<file path="src/sv/aisenc_pkg.sv">
// Shared constants, command word type and character helpers for the AIVDM encoder.
package aisenc_pkg;

  localparam int CHARS_PER_PART  = 60;
  localparam int MAX_FRAME_BYTES = 255;
  localparam int MAX_RESULTS     = 32;
  localparam int PART_MAX        = 9;
  localparam int SEQ_WRAP        = 9;
  localparam int LEN_CAP_PARTS   = (27 * CHARS_PER_PART) / 4;
  localparam int LEN_LIMIT       = (MAX_FRAME_BYTES < LEN_CAP_PARTS) ? MAX_FRAME_BYTES
                                                                     : LEN_CAP_PARTS;
  localparam int NCH_W           = 9;
  localparam int DIV6_SHIFT      = 24;
  localparam int DIV6_MUL        = ((1 << DIV6_SHIFT) + 5) / 6;
  localparam int QDEPTH          = 4;
  localparam int QPTR_W          = $clog2(QDEPTH);

  localparam logic [6:0] ARMOR_LOW_OFS  = 7'd48;
  localparam logic [6:0] ARMOR_HIGH_OFS = 7'd56;
  localparam logic [5:0] ARMOR_SPLIT    = 6'd40;

  localparam logic [6:0] CH_BANG  = 7'h21;
  localparam logic [6:0] CH_A     = 7'h41;
  localparam logic [6:0] CH_I     = 7'h49;
  localparam logic [6:0] CH_V     = 7'h56;
  localparam logic [6:0] CH_D     = 7'h44;
  localparam logic [6:0] CH_M     = 7'h4D;
  localparam logic [6:0] CH_COMMA = 7'h2C;
  localparam logic [6:0] CH_ZERO  = 7'h30;
  localparam logic [6:0] CH_ONE   = 7'h31;
  localparam logic [6:0] CH_STAR  = 7'h2A;
  localparam logic [6:0] CH_CR    = 7'h0D;
  localparam logic [6:0] CH_LF    = 7'h0A;

  localparam logic [3:0] HDR_LAST_SPLIT  = 4'd14;
  localparam logic [3:0] HDR_LAST_SINGLE = 4'd13;
  localparam logic [3:0] TRL_LAST        = 4'd6;

  // One classified input word, handed from the front to the character sequencer
  typedef struct packed {
    logic       start;
    logic       split;
    logic [3:0] ptot;
    logic [3:0] seq;
    logic       chan;
    logic       two;
    logic [5:0] c0;
    logic [5:0] c1;
    logic       last;
    logic [2:0] fill;
  } cmd_t;

  function automatic logic [6:0] armor(input logic [5:0] v);
    logic [6:0] r;
    if (v >= ARMOR_SPLIT) r = {1'b0, v} + ARMOR_HIGH_OFS;
    else                  r = {1'b0, v} + ARMOR_LOW_OFS;
    return r;
  endfunction

  function automatic logic [6:0] hex_char(input logic [3:0] v);
    logic [6:0] r;
    if (v < 4'd10) r = CH_ZERO + {3'b0, v};
    else           r = CH_A + {3'b0, v} - 7'd10;
    return r;
  endfunction

  function automatic logic [6:0] hdr_char(input logic [3:0] idx, input logic split,
                                          input logic [3:0] ptot, input logic [3:0] pn,
                                          input logic [3:0] seq, input logic chan);
    logic [6:0] r;
    unique case (idx)
      4'd0:    r = CH_BANG;
      4'd1:    r = CH_A;
      4'd2:    r = CH_I;
      4'd3:    r = CH_V;
      4'd4:    r = CH_D;
      4'd5:    r = CH_M;
      4'd6:    r = CH_COMMA;
      4'd7:    r = split ? CH_ZERO + {3'b0, ptot} : CH_ONE;
      4'd8:    r = CH_COMMA;
      4'd9:    r = split ? CH_ZERO + {3'b0, pn} : CH_ONE;
      4'd10:   r = CH_COMMA;
      4'd11:   r = split ? CH_ZERO + {3'b0, seq} : CH_COMMA;
      4'd12:   r = split ? CH_COMMA : CH_A + {6'b0, chan};
      4'd13:   r = split ? CH_A + {6'b0, chan} : CH_COMMA;
      default: r = CH_COMMA;
    endcase
    return r;
  endfunction

endpackage

</file>
<file path="src/sv/aisenc_ifs.sv">
// Valid/ready channel interfaces for frame bytes in and NMEA characters out.
interface aisenc_in_if;
  logic       valid;
  logic       ready;
  logic [7:0] payload_byte;
  logic       first_byte;
  logic [7:0] message_bytes;
  logic       channel;

  modport source(output valid, payload_byte, first_byte, message_bytes, channel,
                 input ready);
  modport sink(input valid, payload_byte, first_byte, message_bytes, channel,
               output ready);
endinterface

interface aisenc_out_if;
  logic       valid;
  logic       ready;
  logic [6:0] out_char;
  logic       sentence_end;
  logic       run_last;

  modport source(output valid, out_char, sentence_end, run_last, input ready);
  modport sink(input valid, out_char, sentence_end, run_last, output ready);
endinterface

</file>
<file path="src/sv/aisenc_fifo.sv">
// Short command queue between the byte classifier and the character sequencer.
module aisenc_fifo
  import aisenc_pkg::*;
(
  input  logic clk,
  input  logic rst_n,
  input  logic push,
  input  cmd_t push_data,
  output logic full,
  input  logic pop,
  output cmd_t pop_data,
  output logic empty
);

  cmd_t                mem_r [QDEPTH];
  logic [QPTR_W-1:0]   wp_r, wp_nxt;
  logic [QPTR_W-1:0]   rp_r, rp_nxt;
  logic [QPTR_W:0]     cnt_r, cnt_nxt;

  assign full     = (cnt_r == (QPTR_W+1)'(QDEPTH));
  assign empty    = (cnt_r == '0);
  assign pop_data = mem_r[rp_r];

  always_comb begin
    wp_nxt  = push ? wp_r + 1'b1 : wp_r;
    rp_nxt  = pop  ? rp_r + 1'b1 : rp_r;
    cnt_nxt = cnt_r + (QPTR_W+1)'(push) - (QPTR_W+1)'(pop);
  end

  always_ff @(posedge clk) begin
    if (push) begin
      mem_r[wp_r] <= push_data;
    end
  end

  always_ff @(posedge clk) begin
    if (!rst_n) begin
      wp_r  <= '0;
      rp_r  <= '0;
      cnt_r <= '0;
    end else begin
      wp_r  <= wp_nxt;
      rp_r  <= rp_nxt;
      cnt_r <= cnt_nxt;
    end
  end

endmodule

</file>
<file path="src/sv/aisenc_front.sv">
// Front end: takes frame bytes, tracks frame state and cuts bits into 6-bit commands.
module aisenc_front
  import aisenc_pkg::*;
(
  input  logic        clk,
  input  logic        rst_n,
  aisenc_in_if.sink   in_ch,
  input  logic        q_full,
  output logic        q_push,
  output cmd_t        q_data
);

  // input stage
  logic             s1_valid_r;
  logic [7:0]       s1_byte_r;
  logic             s1_first_r;
  logic [7:0]       s1_len_r;
  logic [NCH_W-1:0] s1_nch_r;
  logic             s1_chan_r;

  // frame state
  logic [7:0]       bl_r;
  logic [3:0]       rb_r;
  logic [2:0]       rc_r;
  logic             split_r;
  logic [3:0]       seq_r;

  logic [7:0]       len_eff;
  logic [10:0]      bits_x;
  logic [32:0]      prod;
  logic             consume;
  logic             active;
  logic [7:0]       bl_cur;
  logic [3:0]       rb_cur;
  logic [2:0]       rc_cur;
  logic             split_cur;
  logic [3:0]       ptot;
  logic [11:0]      acc;
  logic [3:0]       cnt;
  logic             two;
  logic [5:0]       v0, v1, pad;
  logic [2:0]       rc_new;
  logic [3:0]       rem;
  logic             last;
  logic             has_pad;

  assign in_ch.ready = !s1_valid_r || !q_full;

  always_comb begin
    len_eff = (in_ch.message_bytes == 8'd0) ? 8'd1 : in_ch.message_bytes;
    if (len_eff > 8'(LEN_LIMIT)) len_eff = 8'(LEN_LIMIT);
    // ceil(8*len/6) by reciprocal multiply
    bits_x = {len_eff, 3'b000} + 11'd5;
    prod   = 33'(bits_x) * 33'(DIV6_MUL);
  end

  always_ff @(posedge clk) begin
    if (!rst_n) begin
      s1_valid_r <= 1'b0;
    end else if (in_ch.ready) begin
      s1_valid_r <= in_ch.valid;
    end
  end

  always_ff @(posedge clk) begin
    if (in_ch.valid && in_ch.ready) begin
      s1_byte_r  <= in_ch.payload_byte;
      s1_first_r <= in_ch.first_byte;
      s1_len_r   <= len_eff;
      s1_nch_r   <= prod[DIV6_SHIFT +: NCH_W];
      s1_chan_r  <= in_ch.channel;
    end
  end

  always_comb begin
    consume   = s1_valid_r && !q_full;
    active    = s1_first_r || (bl_r != 8'd0);
    bl_cur    = s1_first_r ? s1_len_r : bl_r;
    rb_cur    = s1_first_r ? 4'd0 : rb_r;
    rc_cur    = s1_first_r ? 3'd0 : rc_r;
    split_cur = s1_first_r ? (s1_nch_r > NCH_W'(CHARS_PER_PART + 1)) : split_r;

    ptot = 4'd1;
    for (int k = 1; k < PART_MAX; k++) begin
      if (s1_nch_r > NCH_W'(k * CHARS_PER_PART)) ptot = ptot + 4'd1;
    end

    acc = {rb_cur, s1_byte_r};
    cnt = {1'b0, rc_cur} + 4'd8;
    two = 1'b0;
    v1  = 6'd0;
    case (cnt)
      4'd12: begin
        two    = 1'b1;
        v0     = acc[11:6];
        v1     = acc[5:0];
        rc_new = 3'd0;
        rem    = 4'd0;
      end
      4'd10: begin
        v0     = acc[9:4];
        rc_new = 3'd4;
        rem    = acc[3:0];
      end
      default: begin
        v0     = acc[7:2];
        rc_new = 3'd2;
        rem    = {2'b00, acc[1:0]};
      end
    endcase

    // pad the leftover bits with zeros up to six
    pad     = (rc_new == 3'd4) ? {rem, 2'b00} : {rem[1:0], 4'b0000};
    last    = (bl_cur == 8'd1);
    has_pad = last && (rc_new != 3'd0);

    q_push       = consume && active;
    q_data.start = s1_first_r;
    q_data.split = split_cur;
    q_data.ptot  = ptot;
    q_data.seq   = seq_r;
    q_data.chan  = s1_chan_r;
    q_data.two   = two || has_pad;
    q_data.c0    = v0;
    q_data.c1    = two ? v1 : pad;
    q_data.last  = last;
    q_data.fill  = has_pad ? 3'd6 - rc_new : 3'd0;
  end

  always_ff @(posedge clk) begin
    if (!rst_n) begin
      bl_r    <= '0;
      rb_r    <= '0;
      rc_r    <= '0;
      split_r <= 1'b0;
      seq_r   <= '0;
    end else if (q_push) begin
      bl_r    <= bl_cur - 8'd1;
      rb_r    <= last ? 4'd0 : rem;
      rc_r    <= last ? 3'd0 : rc_new;
      split_r <= split_cur;
      if (last && split_cur) begin
        seq_r <= (seq_r >= 4'(SEQ_WRAP)) ? 4'd0 : seq_r + 4'd1;
      end
    end
  end

endmodule

</file>
<file path="src/sv/aisenc_back.sv">
// Back end: steps header, armored data and trailer; one character a cycle unless stalled.
module aisenc_back
  import aisenc_pkg::*;
(
  input  logic          clk,
  input  logic          rst_n,
  input  logic          q_empty,
  input  cmd_t          q_data,
  output logic          q_pop,
  aisenc_out_if.source  out_ch
);

  localparam logic [1:0] PH_HDR = 2'd0;
  localparam logic [1:0] PH_DAT = 2'd1;
  localparam logic [1:0] PH_TRL = 2'd2;

  logic       busy_r;
  cmd_t       cmd_r;
  logic [1:0] ph_r, ph_nxt;
  logic [3:0] idx_r, idx_nxt;
  logic [1:0] dsel_r, dsel_nxt;
  logic       fin_r, fin_nxt;
  logic [7:0] cs_r, cs_nxt;
  logic [5:0] pcc_r, pcc_nxt;
  logic [3:0] pn_r, pn_nxt;
  logic       fsplit_r;
  logic [3:0] ptot_r;
  logic [3:0] fseq_r;
  logic       chan_r;
  logic [5:0] cnt_r, cnt_nxt;

  logic       ov_r;
  logic [6:0] oc_r;
  logic       oe_r;
  logic       ol_r;

  logic       adv;
  logic       done;
  logic [6:0] ch;
  logic       summed;
  logic       cs_clr;
  logic [1:0] nd;
  logic [5:0] pcc_inc;
  logic       final_char;
  logic [3:0] hdr_last;

  assign out_ch.valid        = ov_r;
  assign out_ch.out_char     = oc_r;
  assign out_ch.sentence_end = oe_r;
  assign out_ch.run_last     = ol_r;

  assign adv   = busy_r && (!ov_r || out_ch.ready);
  assign q_pop = !q_empty && (!busy_r || (adv && done));

  always_comb begin
    ch         = CH_COMMA;
    summed     = 1'b0;
    cs_clr     = 1'b0;
    done       = 1'b0;
    ph_nxt     = ph_r;
    idx_nxt    = idx_r;
    dsel_nxt   = dsel_r;
    fin_nxt    = fin_r;
    pn_nxt     = pn_r;
    pcc_nxt    = pcc_r;
    nd         = cmd_r.two ? 2'd2 : 2'd1;
    pcc_inc    = pcc_r + 6'd1;
    final_char = 1'b0;
    hdr_last   = fsplit_r ? HDR_LAST_SPLIT : HDR_LAST_SINGLE;

    unique case (ph_r)
      PH_HDR: begin
        ch     = hdr_char(idx_r, fsplit_r, ptot_r, pn_r, fseq_r, chan_r);
        summed = (idx_r != 4'd0);
        if (idx_r == 4'd0) begin
          cs_clr  = 1'b1;
          pcc_nxt = 6'd0;
        end
        if (idx_r == hdr_last) begin
          idx_nxt = 4'd0;
          if (dsel_r < nd) ph_nxt = PH_DAT;
          else             done   = 1'b1;
        end else begin
          idx_nxt = idx_r + 4'd1;
        end
      end
      PH_DAT: begin
        ch         = armor(dsel_r[0] ? cmd_r.c1 : cmd_r.c0);
        summed     = 1'b1;
        pcc_nxt    = pcc_inc;
        dsel_nxt   = dsel_r + 2'd1;
        final_char = cmd_r.last && (dsel_nxt == nd);
        // close the part early when it is full and more characters follow
        if (fsplit_r && (pcc_inc >= 6'(CHARS_PER_PART)) && !final_char) begin
          ph_nxt  = PH_TRL;
          idx_nxt = 4'd0;
          fin_nxt = 1'b0;
        end else if (dsel_nxt < nd) begin
          ph_nxt = PH_DAT;
        end else if (cmd_r.last) begin
          ph_nxt  = PH_TRL;
          idx_nxt = 4'd0;
          fin_nxt = 1'b1;
        end else begin
          done = 1'b1;
        end
      end
      PH_TRL: begin
        case (idx_r)
          4'd0:    ch = CH_COMMA;
          4'd1:    ch = CH_ZERO + {4'b0, (fin_r ? cmd_r.fill : 3'd0)};
          4'd2:    ch = CH_STAR;
          4'd3:    ch = hex_char(cs_r[7:4]);
          4'd4:    ch = hex_char(cs_r[3:0]);
          4'd5:    ch = CH_CR;
          default: ch = CH_LF;
        endcase
        summed = (idx_r < 4'd2);
        if (idx_r == TRL_LAST) begin
          idx_nxt = 4'd0;
          if (fin_r) begin
            done = 1'b1;
          end else begin
            pn_nxt = pn_r + 4'd1;
            ph_nxt = PH_HDR;
          end
        end else begin
          idx_nxt = idx_r + 4'd1;
        end
      end
      default: begin
        ph_nxt = PH_HDR;
      end
    endcase

    if (cs_clr)      cs_nxt = 8'd0;
    else if (summed) cs_nxt = cs_r ^ {1'b0, ch};
    else             cs_nxt = cs_r;

    cnt_nxt = (cnt_r < 6'(MAX_RESULTS)) ? cnt_r + 6'd1 : cnt_r;
  end

  always_ff @(posedge clk) begin
    if (!rst_n) begin
      busy_r   <= 1'b0;
      ph_r     <= PH_HDR;
      idx_r    <= '0;
      dsel_r   <= '0;
      fin_r    <= 1'b0;
      cs_r     <= '0;
      pcc_r    <= '0;
      pn_r     <= '0;
      fsplit_r <= 1'b0;
      ptot_r   <= '0;
      fseq_r   <= '0;
      chan_r   <= 1'b0;
      cnt_r    <= '0;
      ov_r     <= 1'b0;
    end else begin
      if (adv) begin
        fin_r <= fin_nxt;
        cs_r  <= cs_nxt;
        pcc_r <= pcc_nxt;
        // drop characters past the per-word limit
        ov_r  <= (cnt_r < 6'(MAX_RESULTS));
      end else if (out_ch.ready) begin
        ov_r <= 1'b0;
      end

      if (q_pop) begin
        busy_r <= 1'b1;
        ph_r   <= q_data.start ? PH_HDR : PH_DAT;
        idx_r  <= '0;
        dsel_r <= '0;
        cnt_r  <= '0;
        if (q_data.start) begin
          fsplit_r <= q_data.split;
          ptot_r   <= q_data.ptot;
          fseq_r   <= q_data.seq;
          chan_r   <= q_data.chan;
          pn_r     <= 4'd1;
        end
      end else if (adv) begin
        ph_r   <= ph_nxt;
        idx_r  <= idx_nxt;
        dsel_r <= dsel_nxt;
        pn_r   <= pn_nxt;
        cnt_r  <= cnt_nxt;
        if (done) begin
          busy_r <= 1'b0;
        end
      end
    end
  end

  always_ff @(posedge clk) begin
    if (q_pop) begin
      cmd_r <= q_data;
    end
  end

  always_ff @(posedge clk) begin
    if (adv) begin
      oc_r <= ch;
      oe_r <= (ch == CH_LF);
      ol_r <= done || (cnt_r == 6'(MAX_RESULTS - 1));
    end
  end

endmodule

</file>
<file path="src/sv/ais_nmea_sentence_encoder_unit.sv">
// An accepted byte word goes through the input register, command queue, command register
// and output register to its first character word. Throughput: one character word a cycle
// unless stalled; one sequencer holds a byte word until its 1 to 24 characters are out.
// The front takes a byte word every cycle while the four-entry command queue has room.
// Reset (synchronous, active low) closes any open frame, empties the queue, clears the
// output valid flag and sets the sequence id to 0.
module ais_nmea_sentence_encoder_unit
  import aisenc_pkg::*;
(
  input  logic          clk,
  input  logic          rst_n,
  aisenc_in_if.sink     in_ch,
  aisenc_out_if.source  out_ch
);

  logic q_push;
  logic q_full;
  logic q_pop;
  logic q_empty;
  cmd_t q_wdata;
  cmd_t q_rdata;

  aisenc_front u_front (
    .clk    (clk),
    .rst_n  (rst_n),
    .in_ch  (in_ch),
    .q_full (q_full),
    .q_push (q_push),
    .q_data (q_wdata)
  );

  aisenc_fifo u_fifo (
    .clk       (clk),
    .rst_n     (rst_n),
    .push      (q_push),
    .push_data (q_wdata),
    .full      (q_full),
    .pop       (q_pop),
    .pop_data  (q_rdata),
    .empty     (q_empty)
  );

  aisenc_back u_back (
    .clk     (clk),
    .rst_n   (rst_n),
    .q_empty (q_empty),
    .q_data  (q_rdata),
    .q_pop   (q_pop),
    .out_ch  (out_ch)
  );

endmodule

</file>
<file path="src/flat_wrapper.sv">
// flat-port wrapper written by rule: the top's interface ports become plain ports
module ais_nmea_sentence_encoder_unit_flat import aisenc_pkg::*;
  (clk, rst_n, in_ch_valid, in_ch_payload_byte, in_ch_first_byte, in_ch_message_bytes, in_ch_channel, in_ch_ready, out_ch_valid, out_ch_out_char, out_ch_sentence_end, out_ch_run_last, out_ch_ready);
  aisenc_in_if in_ch_i ();
  aisenc_out_if out_ch_i ();
  input  logic clk;
  input  logic rst_n;
  input wire logic [$bits(in_ch_i.valid)-1:0] in_ch_valid;
  input wire logic [$bits(in_ch_i.payload_byte)-1:0] in_ch_payload_byte;
  input wire logic [$bits(in_ch_i.first_byte)-1:0] in_ch_first_byte;
  input wire logic [$bits(in_ch_i.message_bytes)-1:0] in_ch_message_bytes;
  input wire logic [$bits(in_ch_i.channel)-1:0] in_ch_channel;
  output wire logic [$bits(in_ch_i.ready)-1:0] in_ch_ready;
  output wire logic [$bits(out_ch_i.valid)-1:0] out_ch_valid;
  output wire logic [$bits(out_ch_i.out_char)-1:0] out_ch_out_char;
  output wire logic [$bits(out_ch_i.sentence_end)-1:0] out_ch_sentence_end;
  output wire logic [$bits(out_ch_i.run_last)-1:0] out_ch_run_last;
  input wire logic [$bits(out_ch_i.ready)-1:0] out_ch_ready;
  assign in_ch_i.valid = in_ch_valid;
  assign in_ch_i.payload_byte = in_ch_payload_byte;
  assign in_ch_i.first_byte = in_ch_first_byte;
  assign in_ch_i.message_bytes = in_ch_message_bytes;
  assign in_ch_i.channel = in_ch_channel;
  assign in_ch_ready = in_ch_i.ready;
  assign out_ch_valid = out_ch_i.valid;
  assign out_ch_out_char = out_ch_i.out_char;
  assign out_ch_sentence_end = out_ch_i.sentence_end;
  assign out_ch_run_last = out_ch_i.run_last;
  assign out_ch_i.ready = out_ch_ready;
  ais_nmea_sentence_encoder_unit u_core (.clk(clk), .rst_n(rst_n), .in_ch(in_ch_i), .out_ch(out_ch_i));
endmodule
</file>
<file path="config.mk">
export PLATFORM = sky130hd
export DESIGN_NAME = ais_nmea_sentence_encoder_unit_flat
export DESIGN_NICKNAME = d
export VERILOG_FILES = /design/src/sv/aisenc_pkg.sv /design/src/sv/aisenc_ifs.sv /design/src/sv/aisenc_fifo.sv /design/src/sv/aisenc_front.sv /design/src/sv/aisenc_back.sv /design/src/sv/ais_nmea_sentence_encoder_unit.sv /design/src/flat_wrapper.sv
export SDC_FILE = /design/constraint.sdc
export NUM_CORES = 1
export LEC_CHECK = 0
export BUFFER_PORTS_ARGS = -buffer_cell sky130_fd_sc_hd__buf_2
export CORE_MARGIN = 2
export CORE_UTILIZATION = 35
export DETAILED_ROUTE_END_ITERATION = 8
export PLACE_DENSITY = 0.57
export SETUP_SLACK_MARGIN = 0.1
export SLEW_MARGIN = 0
export SYNTH_ARGS = -nofsm -noshare
export SYNTH_HDL_FRONTEND = slang
export SYNTH_SLANG_ARGS = --single-unit
export TNS_END_PERCENT = 100
</file>
<file path="constraint.sdc">
create_clock -name clk -period 6.59 [get_ports clk]
set_clock_uncertainty 0.2 [all_clocks]
set_input_delay 0.9885 -clock clk [delete_from_list [all_inputs] [get_ports clk]]
set_output_delay 0.9885 -clock clk [all_outputs]
set_load 0.02 [all_outputs]
</file>
# --- Yosys cells after proc, flatten, opt, wreduce, memory -nomap -nowiden ---
# Memories as Yosys holds them, arrays and structs flattened. A register that Yosys moved wholly into a read port is not among the register bits.
# Cells that the tools add are included.
totals:
  ff_bits: 126
  mem_bits_rw: 112
  inputBits: 22
  memories: 1
mem_list:
  columns: ["memory", "words", "width", "rd", "rd_ports_with_merged_regs", "wr", "line_no", "source"]
  rows:
  - ["u_core.u_fifo.mem_r", 4, 28, 1, 1, 1, "aisenc_fifo.sv:15", "cmd_t mem_r [QDEPTH];"]
classes:
  add_sub_neg: 34
  multipliers: 1
  magnitude_cmp: 19
  eq_ne: 33
  mux: 90
  bitwise: 2
  reduce_logical: 51
ops:
  columns: ["op", "count"]
  rows:
  - ["4-bit two-way mux", 21]
  - ["7-bit one-hot mux with 11 select lines", 1]
  - ["7-bit two-way mux", 8]
  - ["7-bit one-hot mux with 6 select lines", 1]
  - ["4-bit by 1-bit adder with 4-bit output (second input constant)", 10]
  - ["8-bit two-way mux", 5]
  - ["9-bit greater-than comparator (second input constant)", 4]
  - ["6-bit by 4-bit adder with 7-bit output (first input constant)", 5]
  - ["11-bit by 22-bit multiplier with 33-bit output (second input constant)", 1]
  - ["6-bit two-way mux", 5]
  - ["2-bit two-way mux", 14]
  - ["4-bit == test (second input constant)", 6]
  - ["6-bit one-hot mux with 2 select lines", 2]
  - ["1-bit two-way mux", 22]
  - ["7-bit one-hot mux with 3 select lines", 1]
  - ["9-bit by 6-bit greater-than comparator with 1-bit output (second input constant)", 2]
  - ["9-bit by 8-bit greater-than comparator with 1-bit output (second input constant)", 2]
  - ["4-bit by 3-bit == test with 1-bit output (second input constant)", 4]
  - ["2-bit nonzero test", 8]
  - ["6-bit by 6-bit adder with 7-bit output (second input constant)", 2]
  - ["7-bit by 4-bit adder with 7-bit output (first input constant)", 2]
  - ["7-bit by 4-bit subtractor with 7-bit output (second input constant)", 2]
  - ["6-bit by 1-bit adder with 6-bit output (second input constant)", 2]
  - ["6-bit greater-or-equal comparator (second input constant)", 2]
  - ["other kinds (55)", 98]

# --- Longest topological paths before layout ---
logic_depth:
  depth_word: 16
  ltp_mapped: 23
  mapped_depth_nobuf: 22

# --- Hierarchy ---
# A second synthesis with hierarchy kept.
hier_totals:
  cells_unflattened: 1188
  area_unflattened_um2: 13730.7
by_module_without_submodules:
  columns: ["mod", "instances", "cells_per_inst", "area_per_inst_um2", "seq_area_each_um2"]
  rows:
  - ["aisenc_front", 1, 538, 5056.1, 1211.2]
  - ["aisenc_fifo", 1, 189, 4533.1, 3543.4]
  - ["aisenc_back", 1, 461, 4141.5, 1661.6]

# --- Worst setup path before layout ---
# No wires, ideal clock.
synth_timing:
  kind: "input -> register"
  startpoint: "input port in_ch_message_bytes[3]"
  endpoint: "register u_core.u_front.s1_nch_r[7], data pin"
  arrival_ns: 5.739
  slack_ns: 0.515
  stages: 18
  cell_sequence: "inv_1 ha_1 nor4b_1 nand3b_1 and2_1 ha_1 fa_1 xor2_1 ha_1 fa_1 fa_1 ha_1 a211oi_1 nand3_1 a21oi_1 nor4b_1 or4_1 nand3_1"
synth_via:
  elab_chain_cells: 6
synth_lines:
  columns: ["item", "line_no", "source"]
  rows:
  - ["from (decl)", "flat_wrapper.sv:11", "input wire logic [$bits(in_ch_i.message_bytes)-1:0] in_ch_message_bytes;"]
  - ["8-bit zero test", "aisenc_front.sv:50", "len_eff = (in_ch.message_bytes == 8'd0) ? 8'd1 : in_ch.message_bytes;"]
  - ["8-bit two-way mux (*)", "aisenc_front.sv:50", null]
  - ["8-bit greater-than comparator", "aisenc_front.sv:51", "if (len_eff > 8'(LEN_LIMIT)) len_eff = 8'(LEN_LIMIT);"]
  - ["8-bit two-way mux (*)", "aisenc_front.sv:51", null]
  - ["11-bit by 3-bit adder with 11-bit output (*)", "aisenc_front.sv:53", "bits_x = {len_eff, 3'b000} + 11'd5;"]
  - ["net u_core.u_front.bits_x[5]", "aisenc_front.sv:29", "logic [10:0] bits_x;"]
  - ["11-bit by 22-bit multiplier with 33-bit output (*)", "aisenc_front.sv:54", "prod = 33'(bits_x) * 33'(DIV6_MUL);"]
  - ["net u_core.u_front.prod[31]", "aisenc_front.sv:30", "logic [32:0] prod;"]
  - ["to (signal assigned)", "aisenc_front.sv:70", "s1_nch_r <= prod[DIV6_SHIFT +: NCH_W];"]
  - ["to (decl)", "aisenc_front.sv:18", "logic [NCH_W-1:0] s1_nch_r;"]
# Mark *: on every way through the listed nets, which the timed path passes. The rest lies on a longest branch.
# A chain may end at the register's enable or synchronous reset.

# --- Final worst setup path ---
# Ends and elaborated chain as after synthesis.

==> flow_summary_export.csv <==
group,metric,value,unit
final_layout,area_growth,11.5,%
setup_path,setup.worst_path.start,"in_ch_message_bytes[3]",
place,io_buffer_count,32,
drt,wirelength,27500,um
global_routing,grt_use_met3,0.0176,
logic_synthesis,synthMuxAreaShare,0.0636,
setup_path,slowest_stage,"fa_1",
timing,setup_viol,0,
setup_path,endpoint_kind,"register",
setup_path,required,6.80,ns
setup_path,r2r_start,"u_core.u_front.s1_nch_r[2]",
global_routing,grt_pass1_vias,8770,
logic_synthesis,synth_top_area_frac,0.360,
global_routing,antenna_found_initial,0,
setup_path,worstPathMaxFanout,5,
logic_synthesis,synth.most_common_cell,"edfxtp_1",
outcome,status,"finished, final reports clean",
timing,worst_pin_slew,1.16,ns
logic_synthesis,ys_ff_latch,233,
cts,postCtsSetupRepairBufs,0,
logic_synthesis,synth_cell_types,84,
floorplan,initial_core_util,0.355,
logic_synthesis,synth_cells,1193,
timing,rsz0062_at_grt,"false",
drt,firstDrtPassIters,5,
drt,vias_per_cell,5.11,
setup_path,critPathTopFamily,"adder cells",
logic_synthesis,synth_compound_area_frac,0.128,
final_layout,antennaDiodeCount,0,
logic_synthesis,synth_adder_area_share,0.146,
cts,h-tree-depth,1,
logic_synthesis,synth_edf_count,160,
logic_synthesis,ys_warn_count,0,
drt,drt_iter0_markers,645,
global_routing,grt_pass1_wl,45100,um
drt,drc,0,
timing,period_needed,6.07,ns
logic_synthesis,synth_top_area_cell,"edfxtp_1",
global_routing,busiest_layer,"met2",
timing,hold_viol,0,
timing,setup-tns-final,0,ns
power,p_leak,5.69,nW
power,vdd_drop_max,0.000170,V
logic_synthesis,yosys.area_share.xor_xnor,0.0273,
final_layout,layout.nets,1374,
floorplan,rows,71,
setup_path,cp_common_cell,"ha_1",
timing,slew_headroom,0.227,
final_layout,drive_gt1_frac,0.117,
global_routing,grt.total_usage,0.140,
cts,clk_pin_slew,0.06,ns
cts,cts_root_buf,"clkbuf_16",
timing,fmax,165,MHz
setup_path,crit_type,"input port to register",
cts,cts_tree,"yes",
logic_synthesis,synth_top_family_by_area,"adder cells",
drt,final_antenna_net_count,0,
logic_synthesis,ys_seq_area_frac,0.470,
global_routing,grtUsageMet1,0.195,
global_routing,grt_overflow_total,0,
floorplan,dieHeight,199,um
logic_synthesis,synth_nets,1351,
timing,period_share,0.922,
logic_synthesis,synthSimpleGateAreaFrac,0.117,
drt,detail_route.wl_per_cell,15.8,um
cts,clk_latency,0.54,ns
logic_synthesis,syn_area_per_cell,11.2,um2
setup_path,arrival,6.28,ns
setup_path,worst-path-buf-inv,3,
cts,numCtsBuffers,26,
floorplan,core_area,0.0376,mm2
cts,cts.sinks,233,
logic_synthesis,synth_commonest_cells,"edfxtp_1 (160), inv_1 (113), ha_1 (103), nand2_1 (82), nor2_1 (82)",
global_routing,grt_use_met2,0.233,
final_layout,multiInputGateArea,0.00645,mm2
min_path,hold_class,"register to register",
setup_path,cp_cell_sequence,"buf_2, inv_1, ha_1, nor4b_1, nand3b_1, and2_1, ha_1, fa_1, xor2_1, ha_1, fa_1, fa_1, ha_1, a21oi_1, nand3_1, a21oi_1, nor4b_1, buf_4, or4_1, nand3_1",
floorplan,io_pins,33,
logic_synthesis,syn_area,0.0133,mm2
final_layout,regArea,0.00627,mm2
global_routing,grt_max_degree,35,
floorplan,die_w,199,um
timing,slew_viol_final,0,
power,p_per_area,395,mW/mm2
setup_path,max_stage_delay,0.65,ns
logic_synthesis,async_flop_share,0,
place,gp_congestion,0.825,
logic_synthesis,synth_top_flop_cell,"edfxtp_1",
drt,vias,8917,
final_layout,fillers,3621,
min_path,hp-start,"u_core.u_front.rc_r[2]",
logic_synthesis,synth_area_leaders,"edfxtp_1 (36%), dfxtp_1 (11%), ha_1 (9.7%)",
flow_run,drv_cap,0,
cts,clk_path_buf_depth,3,
floorplan,die_area,0.0397,mm2
place,hpwl,19500,um
setup_path,startpoint_type,"input port",
final_layout,final_util,0.396,
[cells by family after synthesis]
logic type,count (synthesis)
simple gates,317
other cells,1
compound gates,255
mux,50
flops,233
buf+inv,162
fa+ha+maj,136
xor+xnor,39
[layout by cell type (no fill, tap or decap), types with 32 or more instances in the layout]
cell      netlist  final
buf_2          12     32
nand2_1        82     82
dfxtp_1        73     71
edfxtp_1      160    160
inv_1         113    113
o21ai_0        49     49
ha_1          103    103
nand3_1        33     33
fa_1           33     33
nor2_1         82     82
a21oi_1        66     66
[path summary, 6_finish.rpt]
| path | end | slack (ns) | cells after the start |
|---|---|---|---|
| max | u_core.u_front.s1_nch_r[7] | 0.52 | 20 |
| min | u_core.u_front.rc_r[2] | 0.25 | 2 |
| max reg2reg | u_core.u_fifo.mem_r[1][24] | 1.68 | 20 |
| min reg2reg | u_core.u_front.rc_r[2] | 0.25 | 2 |
[flip-flops by register name, summed over array words and instances (netlist names), 6 cells and up, named ones only]
signal	flops
u_core.u_back.cmd_r	16
u_core.u_back.cnt_r	6
u_core.u_back.cs_r	7
u_core.u_back.out_ch.out_char	7
u_core.u_back.pcc_r	6
u_core.u_fifo.mem_r	108
u_core.u_front.bl_r	8
u_core.u_front.s1_byte_r	8
u_core.u_front.s1_len_r	8
u_core.u_front.s1_nch_r	9
[worst reg2reg max path: stages (launching register included)]
cell	delay, ns
edfxtp_1	0.47
or3_1	0.42
a311oi_1	0.38
inv_1	0.14
fa_1	0.65
xnor2_1	0.14
ha_1	0.28
nor2_1	0.11
nor2_1	0.05
ha_1	0.28
inv_1	0.06
a21oi_1	0.06
o21ai_1	0.17
inv_1	0.07
ha_1	0.29
inv_1	0.04
mux2i_1	0.19
ha_1	0.17
nand2_1	0.06
xor2_1	0.19
xnor2_1	0.27
[report_power, final]
part	switching [mW]	total [mW]	internal [mW]
Sequential	0.222	2.13	1.90
Combinational	1.34	2.34	1.00
Clock	0.588	1.41	0.820
[cell type report]
| cell class | count | share of cell area |
|---|---|---|
| Clock buffer | 32 | 0.0460 |
| Clock inverter | 15 | 0.0107 |
| Inverter | 115 | 0.0290 |
| Multi-Input combinational cell | 798 | 0.434 |
| Sequential cell | 233 | 0.422 |
| Tap cell | 511 | 0.0430 |
| Timing Repair Buffer | 42 | 0.0158 |
[per-layer routing]
| metal | vias to the layer above | share of wire |
|---|---|---|
| met4 | 0 | 0.021 |
| met3 | 40 | 0.033 |
| met1 | 4335 | 0.48 |
| met2 | 152 | 0.47 |
| li1 | 4390 | - |
| met5 | - | 0 |
[what timing repair did]
action                     CTS  global route
setup endpoints to repair    0             1
gates resized for setup      0             1
hold buffers                 0             0
[through the flow]
stage | area, um2 | worst slack (ns) | instances | hold WS (ns) | total power [mW]
after global routing | 14900 | 0.165 | 1746 | 0.277 | 6.33
final | 14900 | 0.515 | 1746 | 0.252 | 5.87
after CTS | 14900 | 0.526 | 1746 | 0.255 | 5.93
after global placement | 14000 | 0.0808 | 1699 | 0.234 | 4.45
after floorplan | 13300 | 0.515 | 1193 | 0.224 | 3.91
after detailed placement | 14000 | -0.0282 | 1699 | 0.247 | 4.50
Power figures use the tool's default switching activity.
